### src/rtl/core/rau_pkg.sv
// Shared types and constants of the rational arithmetic unit.
`default_nettype none

package rau_pkg;

    localparam int NumW  = 32;
    localparam int DenW  = 31;
    localparam int WideW = 64;
    localparam int CntW  = $clog2(WideW);

    typedef enum logic [2:0] {
        OP_ADD   = 3'd0,
        OP_SUB   = 3'd1,
        OP_MUL   = 3'd2,
        OP_DIV   = 3'd3,
        OP_NEG   = 3'd4,
        OP_ABS   = 3'd5,
        OP_RECIP = 3'd6,
        OP_CMP   = 3'd7
    } t_opcode;

    typedef enum logic [2:0] {
        ST_IDLE,
        ST_MUL,
        ST_FORM,
        ST_GCD,
        ST_DIV_NUM,
        ST_DIV_DEN,
        ST_FINISH
    } t_state;

    // Product slots filled by the shared multiplier.
    localparam logic [1:0] MUL_X = 2'd0;
    localparam logic [1:0] MUL_Y = 2'd1;
    localparam logic [1:0] MUL_Z = 2'd2;

    // Divider operand selects.
    localparam logic DIV_SEL_NUM = 1'b0;
    localparam logic DIV_SEL_DEN = 1'b1;

    typedef struct packed {
        logic       load;
        logic       mul_en;
        logic [1:0] mul_step;
        logic       form;
        logic       gcd_step;
        logic       gcd_fin;
        logic       div_step;
        logic       div_last;
        logic       div_sel;
        logic       emit;
    } t_cmd;

    typedef struct packed {
        logic special;
        logic gcd_done;
        logic out_free;
    } t_status;

endpackage

`default_nettype wire

### src/rtl/core/rau_ctrl.sv
// Sequencer of the rational arithmetic unit.
`default_nettype none

module rau_ctrl
    import rau_pkg::*;
(
    input  logic    i_clk,
    input  logic    i_rst_n,
    input  logic    i_in_valid,
    output logic    o_in_ready,
    input  t_status i_status,
    output t_cmd    o_cmd
);

    t_state            r_state, n_state;
    logic [CntW-1:0]   r_cnt, n_cnt;

    always_ff @(posedge i_clk) begin
        if (!i_rst_n) begin
            r_state <= ST_IDLE;
            r_cnt   <= '0;
        end else begin
            r_state <= n_state;
            r_cnt   <= n_cnt;
        end
    end

    always_comb begin
        n_state = r_state;
        n_cnt   = r_cnt;
        case (r_state)
            ST_IDLE: begin
                if (i_in_valid) begin
                    n_state = ST_MUL;
                    n_cnt   = '0;
                end
            end
            ST_MUL: begin
                if (r_cnt[1:0] == MUL_Z) begin
                    n_state = ST_FORM;
                end else begin
                    n_cnt = r_cnt + 1'b1;
                end
            end
            ST_FORM: begin
                n_state = i_status.special ? ST_FINISH : ST_GCD;
            end
            ST_GCD: begin
                if (i_status.gcd_done) begin
                    n_state = ST_DIV_NUM;
                    n_cnt   = '0;
                end
            end
            ST_DIV_NUM: begin
                n_cnt = r_cnt + 1'b1;
                if (&r_cnt) begin
                    n_state = ST_DIV_DEN;
                end
            end
            ST_DIV_DEN: begin
                n_cnt = r_cnt + 1'b1;
                if (&r_cnt) begin
                    n_state = ST_FINISH;
                end
            end
            ST_FINISH: begin
                if (i_status.out_free) begin
                    n_state = ST_IDLE;
                end
            end
            default: begin
                n_state = ST_IDLE;
            end
        endcase
    end

    always_comb begin
        o_in_ready = 1'b0;
        o_cmd      = '0;
        case (r_state)
            ST_IDLE: begin
                o_in_ready = 1'b1;
                o_cmd.load = i_in_valid;
            end
            ST_MUL: begin
                o_cmd.mul_en   = 1'b1;
                o_cmd.mul_step = r_cnt[1:0];
            end
            ST_FORM: begin
                o_cmd.form = 1'b1;
            end
            ST_GCD: begin
                o_cmd.gcd_fin  = i_status.gcd_done;
                o_cmd.gcd_step = !i_status.gcd_done;
            end
            ST_DIV_NUM: begin
                o_cmd.div_step = 1'b1;
                o_cmd.div_last = &r_cnt;
                o_cmd.div_sel  = DIV_SEL_NUM;
            end
            ST_DIV_DEN: begin
                o_cmd.div_step = 1'b1;
                o_cmd.div_last = &r_cnt;
                o_cmd.div_sel  = DIV_SEL_DEN;
            end
            ST_FINISH: begin
                o_cmd.emit = i_status.out_free;
            end
            default: begin
                o_in_ready = 1'b0;
            end
        endcase
    end

endmodule

`default_nettype wire

### config.mk
export PLATFORM = sky130hd
export DESIGN_NAME = rau_ctrl
export DESIGN_NICKNAME = d
export VERILOG_FILES = /design/src/rtl/core/rau_pkg.sv /design/src/rtl/core/rau_ctrl.sv
export SDC_FILE = /design/constraint.sdc
export NUM_CORES = 1
export LEC_CHECK = 0
export BUFFER_PORTS_ARGS = -buffer_cell sky130_fd_sc_hd__buf_2
export CAP_MARGIN = 5
export CORE_UTILIZATION = 37
export CTS_CLUSTER_DIAMETER = 60
export DETAILED_ROUTE_END_ITERATION = 16
export PLACE_DENSITY_LB_ADDON = 0.08
export SETUP_SLACK_MARGIN = 0.2
export SYNTH_ARGS = -nofsm -noshare
export SYNTH_HDL_FRONTEND = slang
export SYNTH_SLANG_ARGS = --single-unit
### constraint.sdc
create_clock -name i_clk -period 3.75 [get_ports i_clk]
set_clock_uncertainty 0.2 [all_clocks]
set_input_delay 0.75 -clock i_clk [delete_from_list [all_inputs] [get_ports i_clk]]
set_output_delay 0.75 -clock i_clk [all_outputs]
set_load 0.01 [all_outputs]
==> flow_summary.yaml <==
layout:
  n_fill_cell: 183
  final_area_um2: 787
  instances_no_fill: 128
  drive_gt1_frac: 0.252
  nNetsFinal: 112
  syn_to_final_growth_pct: 16.9
  antenna_cells: 0
timing:
  finalMaxSlewViolations: 0
  max_freq_mhz: 387
  worst_slew_pin_slew_ns: 0.648
  fin_setup_tns_ns: 0
  relSlewSlack: 0.567
  finalCriticalPeriod_ns: 2.58
  rsz0062_at_grt: "no"
  setup_viol: 0
  hold_viol_final: 0
  period_share: 0.688
place:
  dpl_cell_area_um2: 761
  dp_cells: 124
  io_buffers: 17
  post-dp-hpwl_um: 1140
  place_congestion: 0.764
floorplan:
  rows: 15
  chipHeight_um: 44.7
  start_util: 0.394
  ios: 18
  dieWidth_um: 44.7
  die_area_um2: 1990
  coreArea_um2: 1710
worst_setup_path:
  path_delay_family: "simple AND/OR/NAND/NOR gates"
  cp.buffers_inverters: 1
  r2r-start: "r_state[2]"
  r2r_slack_ns: 1.53
  critPathMaxFanout: 5
  crit_slowest_cell: "dfxtp_1"
  rr_worst_depth: 4
  critical_path.cell_chain: "ha_1 -> nand3_1 -> or2_2 -> nor3b_1 -> buf_2"
  required_ns: 2.80
  end_kind: "output pin"
  critPathLaunch: "r_cnt[1]"
  crit_path_end: "o_cmd[2]"
  critPathKind: "flip-flop to output pin"
  worstPathArrival_ns: 1.63
  cp_num_cells: 5
  start_kind: "flip-flop"
  reg2reg_to: "r_cnt[1]"
  critPathMaxStageDelay_ns: 0.39
clock_tree:
  cts-root-buf: "clkbuf_4"
  post-cts-setup-buffers: 0
  clkTransAtPathRegs_ns: 0.06
  clk_latency_ns: 0.27
  cts_hold_buf: 0
  post_cts_resized: 0
  cts-buffers-inserted: 3
  htree_levels: 1
  cts_buffer_depth: 2
  cts_sinks: 9
  cts_tree: "done"
synth:
  synth.top_cell.area_share: 0.268
  synth_nets: 96
  synth.most_common_cell: "dfxtp_1"
  synth-async-reset-ratio: 0
  ys_ff_latch: 9
  syn_inst: 88
  synth_top_cells_by_count: "9 x dfxtp_1, 8 x nor2_1, 7 x nand2_1, 7 x o21ai_0, 5 x inv_1"
  synth_area_um2: 673
  synth_edf_count: 0
  synthTopCellsByArea: "dfxtp_1 27%, o21ai_0 5.2%, o221a_2 5.0%, nor2_1 4.5%, nand2_1 3.9%"
  seq_area_frac_synth: 0.268
  yosysWarningCount: 0
  synth_ff_type: "dfxtp_1"
  ys_types: 35
  syn_avg_cell_area_um2: 7.65
  synth_top_area_cell: "dfxtp_1"
detailed_routing:
  drc_errors: 0
  drtIter0Drc: 10
  wl_per_cell_um: 12.2
  vias: 676
  routed_wl_um: 1560
  drtAntennaViolNets: 0
  first_pass_iters: 4
  drt-vias-per-instance: 5.28
global_routing:
  overflow: 0
  first_global_vias: 568
  grt_util_all_layers: 0.180
  grt_max_degree: 22
  antenna_found_initial: 0
  grt_pass1_wl_um: 2580
pwr:
  power_density_nw_per_um2: 549
  irDropWorstVdd_uv: 240
  p_leak_nw: 0.332
min_path:
  min_path_type: "flip-flop to flip-flop"
  hold_path_depth: 2
run_status:
  outcome: "completed"
job:
  drv_cap: 0
[worst min-delay path by stage]
stage / from / to / slack, ns
6_report: r_cnt[0] / r_cnt[0] / 0.33
3_3_place_gp: r_cnt[0] / r_cnt[0] / 0.31
5_1_grt: r_cnt[1] / r_cnt[1] / 0.38
4_1_cts: r_cnt[0] / r_cnt[0] / 0.33
2_1_floorplan: r_cnt[0] / r_cnt[0] / 0.28
3_5_place_dp: r_cnt[0] / r_cnt[0] / 0.32
[state kept, by name, summed over array words and instances, names as in the netlist]
signal   flops
r_state      3
r_cnt        6
[cell families (layout without fill, tap and decap cells)]
group,after synthesis,after routing,synth area share
AOI/OAI and AO/OA,21,21,0.229
adders and majority gates,2,2,0.0372
buffers and inverters,11,26,0.0706
DFF,9,9,0.268
muxes,3,3,0.0465
and+or+nand+nor,42,42,0.349
[report_power, final]
part,total [mW],internal [mW],switching [mW]
registers,0.151,0.111,0.0406
clock network,0.0789,0.0412,0.0377
logic,0.202,0.0891,0.113
total,0.432,0.241,0.191
[worst register-to-register path, delay by kind of cell, from the launching register on]
family / cells / cell delay (ns)
compound gates: 1 / 0.14
flops: 1 / 0.69
simple gates: 3 / 1.14
[placed cells by master, fill, tap and decap left out, types with 4 or more instances in the layout]
cell and instances:
nor2b_1 4, buf_2 17, inv_1 5, o21ai_0 7, dfxtp_1 9, nor3_1 4, nor2_1 8, nand2_1 7
nand3_1 4
[final cells by class]
| class | count | area, um^2 | area share |
|---|---|---|---|
| flip-flops and latches | 9 | 180 | 0.229 |
| inverters | 5 | 18.8 | 0.0238 |
| repair buffers | 17 | 85.1 | 0.108 |
| clock buffers | 4 | 26.3 | 0.0334 |
| multi-input cells | 68 | 445 | 0.566 |
| well taps | 25 | 31.3 | 0.0397 |
[per-stage QoR]
stage,power [mW],hold WS [ns],setup slack (ns),util
2_1_floorplan,0.305,0.280,1.54,-
3_3_place_gp,0.359,0.311,1.44,0.445
3_5_place_dp,0.357,0.319,1.45,0.445
4_1_cts,0.437,0.328,1.16,0.461
5_1_grt,0.474,0.377,1.06,0.461
6_report,0.432,0.333,1.17,0.461
[per-layer routing]
layer  global-route usage  vias to the layer above  routed length [um]
met5                    0                        -                   0
li1                     -                      351                   -
met2                0.276                       17                 696
met4               0.0364                        0                  11
met3               0.0776                        4                  92
met1                0.236                      304                 762
Note: power is estimated with default switching activity, not from simulation.
